===== src/rsmp_pkg.sv =====
// Shared types and constants for the linear interpolation resampler.
// Used by the sequencer, the output buffer and the top level; no dependencies.
package rsmp_pkg;

	// Most results one item may produce.
	localparam int MAX_RES = 64;
	localparam int CNT_W = $clog2(MAX_RES + 1);

	typedef enum logic [1:0] {
		ST_IDLE,
		ST_INTERP,
		ST_TAIL,
		ST_FLUSH
	} rsmp_state_t;

	// Sequencer to output buffer.
	typedef struct packed {
		logic gen;
		logic flush;
		logic run_end;
	} rsmp_ctrl_t;

	// Output buffer to sequencer.
	typedef struct packed {
		logic gen_ok;
		logic flush_ok;
	} rsmp_stat_t;

endpackage


===== src/rsmp_in_if.sv =====
// Input channel of the resampler: valid/ready handshake with one source sample.
// No dependencies.
interface rsmp_in_if #(
	parameter int SAMPLE_BITS = 24
);
	logic                          valid;
	logic                          ready;
	logic signed [SAMPLE_BITS-1:0] in_sample;
	logic                          in_last;

	modport source(output valid, in_sample, in_last, input ready);
	modport sink(input valid, in_sample, in_last, output ready);
endinterface


===== src/rsmp_out_if.sv =====
// Output channel of the resampler: valid/ready handshake with one result.
// No dependencies.
interface rsmp_out_if #(
	parameter int SAMPLE_BITS = 24
);
	logic                          valid;
	logic                          ready;
	logic signed [SAMPLE_BITS-1:0] out_sample;
	logic                          out_valid;
	logic                          out_last;

	modport source(output valid, out_sample, out_valid, out_last, input ready);
	modport sink(input valid, out_sample, out_valid, out_last, output ready);
endinterface


===== src/rsmp_mac.sv =====
// Shared multiply-add unit: base + floor(diff * frac / 2^FRAC_BITS).
// Standalone; driven by the sequencer registers.
module rsmp_mac #(
	parameter int SAMPLE_BITS = 24,
	parameter int FRAC_BITS   = 16
) (
	input  logic signed [SAMPLE_BITS:0]   diff,
	input  logic        [FRAC_BITS:0]     frac,
	input  logic signed [SAMPLE_BITS-1:0] base,
	output logic signed [SAMPLE_BITS-1:0] result
);
	localparam int PROD_W = SAMPLE_BITS + FRAC_BITS + 3;

	logic signed [PROD_W-1:0] prod;
	logic signed [PROD_W-1:0] scaled;
	logic signed [PROD_W-1:0] sum;

	always_comb begin
		prod   = PROD_W'(diff) * PROD_W'($signed({1'b0, frac}));
		// Arithmetic shift gives the floor for negative products.
		scaled = prod >>> FRAC_BITS;
		sum    = scaled + PROD_W'(base);
		result = sum[SAMPLE_BITS-1:0];
	end
endmodule


===== src/rsmp_obuf.sv =====
// Output buffer: one pending result plus the output register of the result channel.
// Depends on rsmp_pkg and rsmp_out_if.
module rsmp_obuf import rsmp_pkg::*; #(
	parameter int SAMPLE_BITS = 24
) (
	input  logic                          clk,
	input  logic                          arst_n,
	input  rsmp_ctrl_t                    ctrl,
	input  logic signed [SAMPLE_BITS-1:0] result,
	output rsmp_stat_t                    stat,
	rsmp_out_if.source                    out_ch
);
	logic                          pend_full_q;
	logic signed [SAMPLE_BITS-1:0] pend_sample_q;
	logic                          out_vld_q;
	logic signed [SAMPLE_BITS-1:0] out_sample_q;
	logic                          out_flag_q;
	logic                          out_last_q;
	logic                          out_free;

	assign out_free      = !out_vld_q || out_ch.ready;
	assign stat.gen_ok   = !pend_full_q || out_free;
	assign stat.flush_ok = out_free;

	assign out_ch.valid      = out_vld_q;
	assign out_ch.out_sample = out_sample_q;
	assign out_ch.out_valid  = out_flag_q;
	assign out_ch.out_last   = out_last_q;

	// A result is held back one step so that the final one of a run can be
	// flagged once the sequencer knows nothing follows it.
	always_ff @(posedge clk or negedge arst_n) begin
		if (!arst_n) begin
			pend_full_q   <= 1'b0;
			pend_sample_q <= '0;
			out_vld_q     <= 1'b0;
			out_sample_q  <= '0;
			out_flag_q    <= 1'b0;
			out_last_q    <= 1'b0;
		end else begin
			if (out_vld_q && out_ch.ready) begin
				out_vld_q <= 1'b0;
			end
			if (ctrl.gen) begin
				if (pend_full_q) begin
					out_vld_q    <= 1'b1;
					out_sample_q <= pend_sample_q;
					out_flag_q   <= 1'b1;
					out_last_q   <= 1'b0;
				end
				pend_sample_q <= result;
				pend_full_q   <= 1'b1;
			end else if (ctrl.flush) begin
				if (pend_full_q) begin
					out_vld_q    <= 1'b1;
					out_sample_q <= pend_sample_q;
					out_flag_q   <= 1'b1;
					out_last_q   <= ctrl.run_end;
					pend_full_q  <= 1'b0;
				end else if (ctrl.run_end) begin
					out_vld_q    <= 1'b1;
					out_sample_q <= '0;
					out_flag_q   <= 1'b0;
					out_last_q   <= 1'b1;
				end
			end
		end
	end
endmodule


===== src/rsmp_seq.sv =====
// Sequencer: phase accumulator, result counter and run state, stepping the
// shared multiply-add unit once per result. Depends on rsmp_pkg and rsmp_in_if.
module rsmp_seq import rsmp_pkg::*; #(
	parameter int SAMPLE_BITS = 24,
	parameter int FRAC_BITS   = 16
) (
	input  logic                          clk,
	input  logic                          arst_n,
	rsmp_in_if.sink                       in_ch,
	input  logic [FRAC_BITS+1:0]          step,
	input  rsmp_stat_t                    stat,
	output rsmp_ctrl_t                    ctrl,
	output logic signed [SAMPLE_BITS:0]   diff,
	output logic [FRAC_BITS:0]            frac,
	output logic signed [SAMPLE_BITS-1:0] held
);
	localparam int PW = FRAC_BITS + 3;
	localparam logic [PW-1:0] ONE_Q = {2'b00, 1'b1, {FRAC_BITS{1'b0}}};

	rsmp_state_t                   state_q, state_d;
	logic [PW-1:0]                 phase_q;
	logic [PW-1:0]                 step_q;
	logic [CNT_W-1:0]              cnt_q;
	logic                          last_q;
	logic                          started_q;
	logic signed [SAMPLE_BITS-1:0] held_q;
	logic signed [SAMPLE_BITS-1:0] smp_q;
	logic signed [SAMPLE_BITS:0]   diff_q;

	logic          accept;
	logic          room;
	logic          interp_go;
	logic          tail_go;
	logic [PW:0]   tail_pos;
	logic [PW-1:0] phase_step;
	logic [PW-1:0] phase_wrap;

	always_comb begin
		accept     = (state_q == ST_IDLE) && in_ch.valid;
		room       = cnt_q < CNT_W'(MAX_RES);
		interp_go  = (phase_q < ONE_Q) && room;
		// Tail continues while position + step/2 <= 1, compared at twice the scale.
		tail_pos   = {phase_q, 1'b0} + {1'b0, step_q};
		tail_go    = (tail_pos <= {ONE_Q, 1'b0}) && room;
		phase_step = phase_q + step_q;
		phase_wrap = (phase_q >= ONE_Q) ? phase_q - ONE_Q : '0;
	end

	always_comb begin
		state_d = state_q;
		case (state_q)
			ST_IDLE: begin
				if (in_ch.valid) begin
					if (!started_q) begin
						state_d = in_ch.in_last ? ST_TAIL : ST_IDLE;
					end else begin
						state_d = ST_INTERP;
					end
				end
			end
			ST_INTERP: begin
				if (!interp_go) begin
					state_d = last_q ? ST_TAIL : ST_FLUSH;
				end
			end
			ST_TAIL: begin
				if (!tail_go) begin
					state_d = ST_FLUSH;
				end
			end
			ST_FLUSH: begin
				if (stat.flush_ok) begin
					state_d = ST_IDLE;
				end
			end
			default: state_d = ST_IDLE;
		endcase
	end

	always_comb begin
		in_ch.ready  = 1'b0;
		ctrl.gen     = 1'b0;
		ctrl.flush   = 1'b0;
		ctrl.run_end = last_q;
		case (state_q)
			ST_IDLE:   in_ch.ready = 1'b1;
			ST_INTERP: ctrl.gen = interp_go && stat.gen_ok;
			ST_TAIL:   ctrl.gen = tail_go && stat.gen_ok;
			ST_FLUSH:  ctrl.flush = stat.flush_ok;
			default:   ctrl.gen = 1'b0;
		endcase
	end

	assign diff = diff_q;
	assign frac = phase_q[FRAC_BITS:0];
	assign held = held_q;

	always_ff @(posedge clk or negedge arst_n) begin
		if (!arst_n) begin
			state_q   <= ST_IDLE;
			phase_q   <= '0;
			step_q    <= '0;
			cnt_q     <= '0;
			last_q    <= 1'b0;
			started_q <= 1'b0;
			held_q    <= '0;
			smp_q     <= '0;
			diff_q    <= '0;
		end else begin
			state_q <= state_d;
			if (accept) begin
				step_q <= PW'(step);
				last_q <= in_ch.in_last;
				cnt_q  <= '0;
				smp_q  <= in_ch.in_sample;
				if (!started_q) begin
					held_q    <= in_ch.in_sample;
					phase_q   <= '0;
					started_q <= 1'b1;
					diff_q    <= '0;
				end else begin
					diff_q <= (SAMPLE_BITS+1)'(in_ch.in_sample) - (SAMPLE_BITS+1)'(held_q);
				end
			end
			if (ctrl.gen) begin
				phase_q <= phase_step;
				cnt_q   <= cnt_q + 1'b1;
			end
			if (state_q == ST_INTERP && !interp_go) begin
				// The tail repeats the held sample, so the unit sees a zero slope.
				phase_q <= phase_wrap;
				held_q  <= smp_q;
				diff_q  <= '0;
			end
			if (ctrl.flush && last_q) begin
				held_q    <= '0;
				phase_q   <= '0;
				started_q <= 1'b0;
			end
		end
	end
endmodule


===== src/linear_interp_resampler.sv =====
// Linear interpolation resampler: top level with the step register and its clamp.
// Depends on rsmp_pkg, rsmp_in_if, rsmp_out_if, rsmp_mac, rsmp_obuf and rsmp_seq.
//
// One channel of signed samples streams in; results lie at multiples of phase_step
// (source rate over target rate, unsigned fixed point with FRAC_BITS fraction bits,
// clamped to 1/32 .. 2). Each sample yields the outputs between it and the previous
// sample; the last sample of a run adds held repeats so the run gives round(N/step)
// outputs, and a final item that yields nothing gives one marker result with
// out_valid low. out_last flags the final result of a run. A single multiply-add
// unit makes one result per cycle while the result channel does not stall, and an
// item produces at most 64 results. The first item of a run only loads the held
// sample, unless it is also the last. The input is not ready while an item is being
// worked on.
module linear_interp_resampler import rsmp_pkg::*; #(
	parameter int SAMPLE_BITS = 24,
	parameter int FRAC_BITS   = 16
) (
	input  logic                 clk,
	input  logic                 arst_n,
	rsmp_in_if.sink              in_ch,
	rsmp_out_if.source           out_ch,
	input  logic                 cfg_we,
	input  logic [FRAC_BITS+1:0] cfg_wdata
);
	localparam int SW = FRAC_BITS + 2;
	localparam logic [SW-1:0] STEP_ONE = {2'b01, {FRAC_BITS{1'b0}}};
	localparam logic [SW-1:0] STEP_MIN = STEP_ONE >> 5;
	localparam logic [SW-1:0] STEP_MAX = {2'b10, {FRAC_BITS{1'b0}}};

	logic [SW-1:0]                 phase_step_q;
	logic [SW-1:0]                 step_clamped;
	rsmp_ctrl_t                    ctrl;
	rsmp_stat_t                    stat;
	logic signed [SAMPLE_BITS:0]   diff;
	logic [FRAC_BITS:0]            frac;
	logic signed [SAMPLE_BITS-1:0] held;
	logic signed [SAMPLE_BITS-1:0] result;

	always_ff @(posedge clk or negedge arst_n) begin
		if (!arst_n) begin
			phase_step_q <= STEP_ONE;
		end else if (cfg_we) begin
			phase_step_q <= cfg_wdata;
		end
	end

	always_comb begin
		step_clamped = phase_step_q;
		if (phase_step_q < STEP_MIN) begin
			step_clamped = STEP_MIN;
		end else if (phase_step_q > STEP_MAX) begin
			step_clamped = STEP_MAX;
		end
	end

	rsmp_seq #(
		.SAMPLE_BITS(SAMPLE_BITS),
		.FRAC_BITS  (FRAC_BITS)
	) u_seq (
		.clk   (clk),
		.arst_n(arst_n),
		.in_ch (in_ch),
		.step  (step_clamped),
		.stat  (stat),
		.ctrl  (ctrl),
		.diff  (diff),
		.frac  (frac),
		.held  (held)
	);

	rsmp_mac #(
		.SAMPLE_BITS(SAMPLE_BITS),
		.FRAC_BITS  (FRAC_BITS)
	) u_mac (
		.diff  (diff),
		.frac  (frac),
		.base  (held),
		.result(result)
	);

	rsmp_obuf #(
		.SAMPLE_BITS(SAMPLE_BITS)
	) u_obuf (
		.clk   (clk),
		.arst_n(arst_n),
		.ctrl  (ctrl),
		.result(result),
		.stat  (stat),
		.out_ch(out_ch)
	);
endmodule

===== src/flat_wrapper.sv =====
// flat-port wrapper written by rule: the top's interface ports become plain ports
module linear_interp_resampler_flat import rsmp_pkg::*;
#(
	parameter int SAMPLE_BITS = 24,
	parameter int FRAC_BITS   = 16
)
  (clk, arst_n, cfg_we, cfg_wdata, in_ch_valid, in_ch_in_sample, in_ch_in_last, in_ch_ready, out_ch_valid, out_ch_out_sample, out_ch_out_valid, out_ch_out_last, out_ch_ready);
  rsmp_in_if #(.SAMPLE_BITS(SAMPLE_BITS)) in_ch_i ();
  rsmp_out_if #(.SAMPLE_BITS(SAMPLE_BITS)) out_ch_i ();
  input  logic clk;
  input  logic arst_n;
  input  logic cfg_we;
  input  logic [FRAC_BITS+1:0] cfg_wdata;
  input wire logic [$bits(in_ch_i.valid)-1:0] in_ch_valid;
  input wire logic [$bits(in_ch_i.in_sample)-1:0] in_ch_in_sample;
  input wire logic [$bits(in_ch_i.in_last)-1:0] in_ch_in_last;
  output wire logic [$bits(in_ch_i.ready)-1:0] in_ch_ready;
  output wire logic [$bits(out_ch_i.valid)-1:0] out_ch_valid;
  output wire logic [$bits(out_ch_i.out_sample)-1:0] out_ch_out_sample;
  output wire logic [$bits(out_ch_i.out_valid)-1:0] out_ch_out_valid;
  output wire logic [$bits(out_ch_i.out_last)-1:0] out_ch_out_last;
  input wire logic [$bits(out_ch_i.ready)-1:0] out_ch_ready;
  assign in_ch_i.valid = in_ch_valid;
  assign in_ch_i.in_sample = in_ch_in_sample;
  assign in_ch_i.in_last = in_ch_in_last;
  assign in_ch_ready = in_ch_i.ready;
  assign out_ch_valid = out_ch_i.valid;
  assign out_ch_out_sample = out_ch_i.out_sample;
  assign out_ch_out_valid = out_ch_i.out_valid;
  assign out_ch_out_last = out_ch_i.out_last;
  assign out_ch_i.ready = out_ch_ready;
  linear_interp_resampler #(.SAMPLE_BITS(SAMPLE_BITS), .FRAC_BITS(FRAC_BITS)) u_core (.clk(clk), .arst_n(arst_n), .in_ch(in_ch_i), .out_ch(out_ch_i), .cfg_we(cfg_we), .cfg_wdata(cfg_wdata));
endmodule

===== config.mk =====
export PLATFORM = sky130hd
export DESIGN_NAME = linear_interp_resampler_flat
export DESIGN_NICKNAME = d
export VERILOG_FILES = /design/src/rsmp_pkg.sv /design/src/rsmp_in_if.sv /design/src/rsmp_out_if.sv /design/src/rsmp_mac.sv /design/src/rsmp_obuf.sv /design/src/rsmp_seq.sv /design/src/linear_interp_resampler.sv /design/src/flat_wrapper.sv
export SDC_FILE = /design/constraint.sdc
export NUM_CORES = 2
export LEC_CHECK = 0
export ABC_CLOCK_PERIOD_IN_PS = 10390
export BUFFER_PORTS_ARGS = -buffer_cell sky130_fd_sc_hd__buf_2
export CORE_MARGIN = 5
export CORE_UTILIZATION = 60
export CTS_BUF_LIST = sky130_fd_sc_hd__clkbuf_4 sky130_fd_sc_hd__clkbuf_8 sky130_fd_sc_hd__clkbuf_16
export DETAILED_ROUTE_END_ITERATION = 6
export PLACE_DENSITY_LB_ADDON = 0.15
export SETUP_SLACK_MARGIN = 0.1
export SYNTH_ARGS = -nofsm -noshare
export SYNTH_HDL_FRONTEND = slang
export SYNTH_SLANG_ARGS = --single-unit

===== constraint.sdc =====
create_clock -name clk -period 10.39 [get_ports clk]
set_input_delay 1.5585 -clock clk [delete_from_list [all_inputs] [get_ports clk]]
set_output_delay 1.5585 -clock clk [all_outputs]
set_load 0.01 [all_outputs]

==> flow_summary.toml <==
[global_routing]
antenna_found_initial = 0
track_usage_pct = 28.18
grt_pass1_wl_um = 108400
grt_overflow = 0
grt_max_degree = 124
grt_pass1_vias = 21060

[clocking]
cts_tree = "done"
post_cts_buffers = 0
root_buffer = "clkbuf_16"
cts_buffers = 17
clockBufferDepth = 2
ctsHoldBuffers = 0
clk_pin_slew_worst_paths_ns = 0.07
clock-sinks = 191
h-tree-depth = 4
cts_resized = 0
worstSkewPairLatency_ns = 0.45

[power]
seq_power_share_pct = 22.8
p_sw_share_pct = 51.56
p_leak_uw = 0.01432
p_per_area_nw_per_um2 = 241.2
p_int_uw = 3216
p_comb_share_pct = 67.3
ir_drop_uv = 282.7
p_sw_uw = 3423
clkPwrFrac_pct = 9.9

[yosys]
netlist_instances = 2894
ys_ff_latch = 191
asyncSetResetFlopFracSynth_pct = 100.0
syn_area_per_cell_um2 = 9.033
ys.flop_type = "dfrtp_1"
synth_warnings = 0
synth_cell_types = 80
yosysSeqAreaShare_pct = 18.29
synth_edf_count = 0
synthesis.nets = 3530
netlist_area_um2 = 26140

[sta]
max_freq_ghz = 0.1085
skew_ns = 0.01235
post-route-period-util_pct = 88.69
fin_crit_ns = 9.215
rsz0062_at_grt = "false"
relSlewSlack_pct = 23.45
worst_pin_slew_ns = 1.148
tns_ns = 0
hold_violations = 0
hold_ws_ns = 0.4764
setup_viol = 0
drv_slew = 0

[min_path]
whs_endpoint = "u_core.u_seq.smp_q[6]"
min_from = "u_core.u_seq.smp_q[6]"
min_path_type = "flip-flop to flip-flop"
holdPathStages = 2

[worst_setup_path]
ff2ff_setup_slack_ns = 1.17
cpMaxStageDelayCell = "dfrtp_1"
crit_type = "flip-flop to flip-flop"
cp_max_fo = 29
startpoint_type = "flip-flop"
rr_worst_depth = 33
timing.rr.start = "u_core.u_seq.phase_q[3]"
slowest_delay_ns = 0.82
endpoint_kind = "flip-flop"
critical_path_arrival_ns = 9.52
rr_endpoint = "u_core.u_obuf.pend_sample_q[22]"
required_ns = 10.70

[die]
fp.dieH_um = 218.7
start_util_pct = 60.69
coreArea_um2 = 43080
die_area_um2 = 47850
ios = 76
std_cell_rows = 76
die_x_um = 218.7

[placed_design]
dp_hpwl_um = 49400
gp_congestion = 0.9325
numPortBuffers = 75

[route]
wire_per_inst_um = 18.18
drc = 0
viasPerCell = 5.629
vias = 19670
wl_um = 63530
ant_nets = 0
drtPass1Iterations = 5
first_iter_violations = 1316

[flow_run]
maxCapViolCount = 0

[layout]
num_antenna_cells = 0
syn2layout_area_growth_pct = 5.317
fillers = 3593
drive_above_1_share_pct = 6.220
fin_nets = 3533

[run_status]
outcome = "finished clean"
-- cells by family after synthesis --
| family | after synthesis | share of synthesized area [%] |
|---|---|---|
| xor+xnor | 91 | 3.049 |
| fa+ha+maj | 588 | 39.57 |
| mux | 57 | 2.316 |
| buf+inv | 647 | 9.553 |
| simple gates | 924 | 17.09 |
| flops | 191 | 18.29 |
| compound gates | 396 | 10.14 |
-- flip-flops by register name, summed over array words and instances (netlist names) --
name / count
u_core.u_seq.held: 24
u_core.u_obuf.out_ch.out_sample: 24
u_core.u_seq.last_q: 1
u_core.u_seq.step_q: 18
u_core.u_seq.state_q: 2
u_core.u_obuf.out_ch.out_last: 1
u_core.u_seq.diff: 25
u_core.u_seq.smp_q: 24
u_core.u_obuf.pend_full_q: 1
u_core.u_obuf.out_ch.out_valid: 1
u_core.u_seq.phase_q: 19
u_core.u_obuf.pend_sample_q: 24
u_core.u_seq.cnt_q: 7
u_core.u_seq.started_q: 1
u_core.phase_step_q: 18
u_core.u_obuf.out_ch.valid: 1
-- routing by layer --
metal  GRT usage (%)  wire, um  vias to the layer above
li1                -         -                     9076
met1           41.06     28790                     9847
met2           44.66     29140                      662
met3           4.793      4390                       87
met4           6.720      1209                        0
met5               0         0                        -
-- worst max-delay path, delay by kind of cell (launching register included) --
kind,cells,cell delay (ns)
XOR/XNOR,2,0.23
AO/OA/AOI/OAI,15,3.45
adder cells (fa/ha/maj),8,3.60
buffers and inverters,4,0.21
AND/OR/NAND/NOR,4,0.75
flip-flops,1,0.82
-- through the flow --
stage	power [uW]	setup WS, ns	util, %	instances	instance area (um^2)
after floorplan	4700	2.283	-	2894	26140
after global placement	5783	1.520	62.58	3463	26960
after detailed placement	5899	1.259	62.58	3463	26960
after CTS	6615	1.229	63.92	3495	27530
after global routing	7279	0.6225	63.92	3495	27530
final	6640	1.175	63.92	3495	27530
-- placed cells by master, fill, tap and decap left out, types with 10 or more instances in the layout --
master | Yosys | final
inv_1 | 530 | 530
nand2_1 | 433 | 433
fa_1 | 398 | 398
and2_1 | 245 | 245
ha_1 | 190 | 190
dfrtp_1 | 190 | 190
a21oi_1 | 93 | 93
nor2_1 | 79 | 79
buf_2 | 8 | 74
o21ai_0 | 74 | 73
xnor2_1 | 64 | 64
a21o_1 | 58 | 58
nand3_1 | 52 | 52
a22o_1 | 33 | 33
mux2i_1 | 29 | 29
mux2_2 | 28 | 28
xor2_1 | 27 | 27
buf_4 | 2 | 26
nor3_1 | 25 | 25
o21a_1 | 21 | 21
clkbuf_16 | 0 | 17
nor2b_1 | 14 | 14
a211oi_1 | 13 | 13
nand2b_1 | 12 | 12
and3_1 | 10 | 10
a31oi_1 | 10 | 10
o21ai_1 | 10 | 10
-- power groups by stage --
stage	clock network, uW	logic [uW]	registers (uW)
floorplan	0	3430	1270
global placement	0	4280	1500
detailed placement	0	4380	1510
CTS	670	4440	1500
global route	700	5020	1560
finish	655	4470	1520
-- Yosys cell counts, types with 7 or more instances --
library cell | instances | area (um^2)
a21o_1 | 58 | 435.4
nor3_1 | 25 | 125.1
o21ai_1 | 10 | 50.05
o21ai_0 | 74 | 370.4
nor2_1 | 79 | 296.5
or3_1 | 9 | 56.30
and2_1 | 245 | 1533
xor2_1 | 27 | 236.5
nand2_1 | 433 | 1625
a31oi_1 | 10 | 62.56
o221ai_1 | 8 | 70.07
nor2b_1 | 14 | 87.58
ha_1 | 190 | 2377
a21oi_1 | 93 | 465.5
and3_1 | 10 | 62.56
buf_2 | 8 | 40.04
o211ai_1 | 7 | 52.55
o21a_1 | 21 | 157.7
mux2i_1 | 29 | 290.3
a211oi_1 | 13 | 97.59
nand3_1 | 52 | 260.3
clkbuf_1 | 96 | 360.4
xnor2_1 | 64 | 560.5
dfrtp_1 | 190 | 4755
fa_1 | 398 | 7968
inv_1 | 530 | 1989
a22o_1 | 33 | 289.0
mux2_2 | 28 | 315.3
nor4_1 | 9 | 56.30
nand2b_1 | 12 | 75.07
-- final cells by class --
cell class,instances,area [um^2],share of cell area [%]
Clock buffer,20,447.9,1.627
Sequential cell,191,4781,17.36
Tap cell,585,732.0,2.658
Clock inverter,12,127.6,0.4635
Multi-Input combinational cell,2056,18880,68.56
Inverter,530,1989,7.226
Timing Repair Buffer,101,579.3,2.104
-- worst max path at each step --
stage / to / slack, ns / startpoint
CTS: u_core.u_obuf.pend_sample_q[21] / 1.23 / u_core.u_seq.phase_q[3]
finish: u_core.u_obuf.pend_sample_q[22] / 1.17 / u_core.u_seq.phase_q[3]
floorplan: u_core.u_obuf.pend_sample_q[21] / 2.28 / u_core.u_seq.phase_q[3]
detailed placement: u_core.u_obuf.pend_sample_q[21] / 1.26 / u_core.u_seq.phase_q[3]
global route: u_core.u_obuf.pend_sample_q[22] / 0.62 / u_core.u_seq.phase_q[3]
global placement: u_core.u_obuf.pend_sample_q[23] / 1.52 / u_core.u_seq.phase_q[3]
Note: power is estimated with default switching activity, not from simulation.
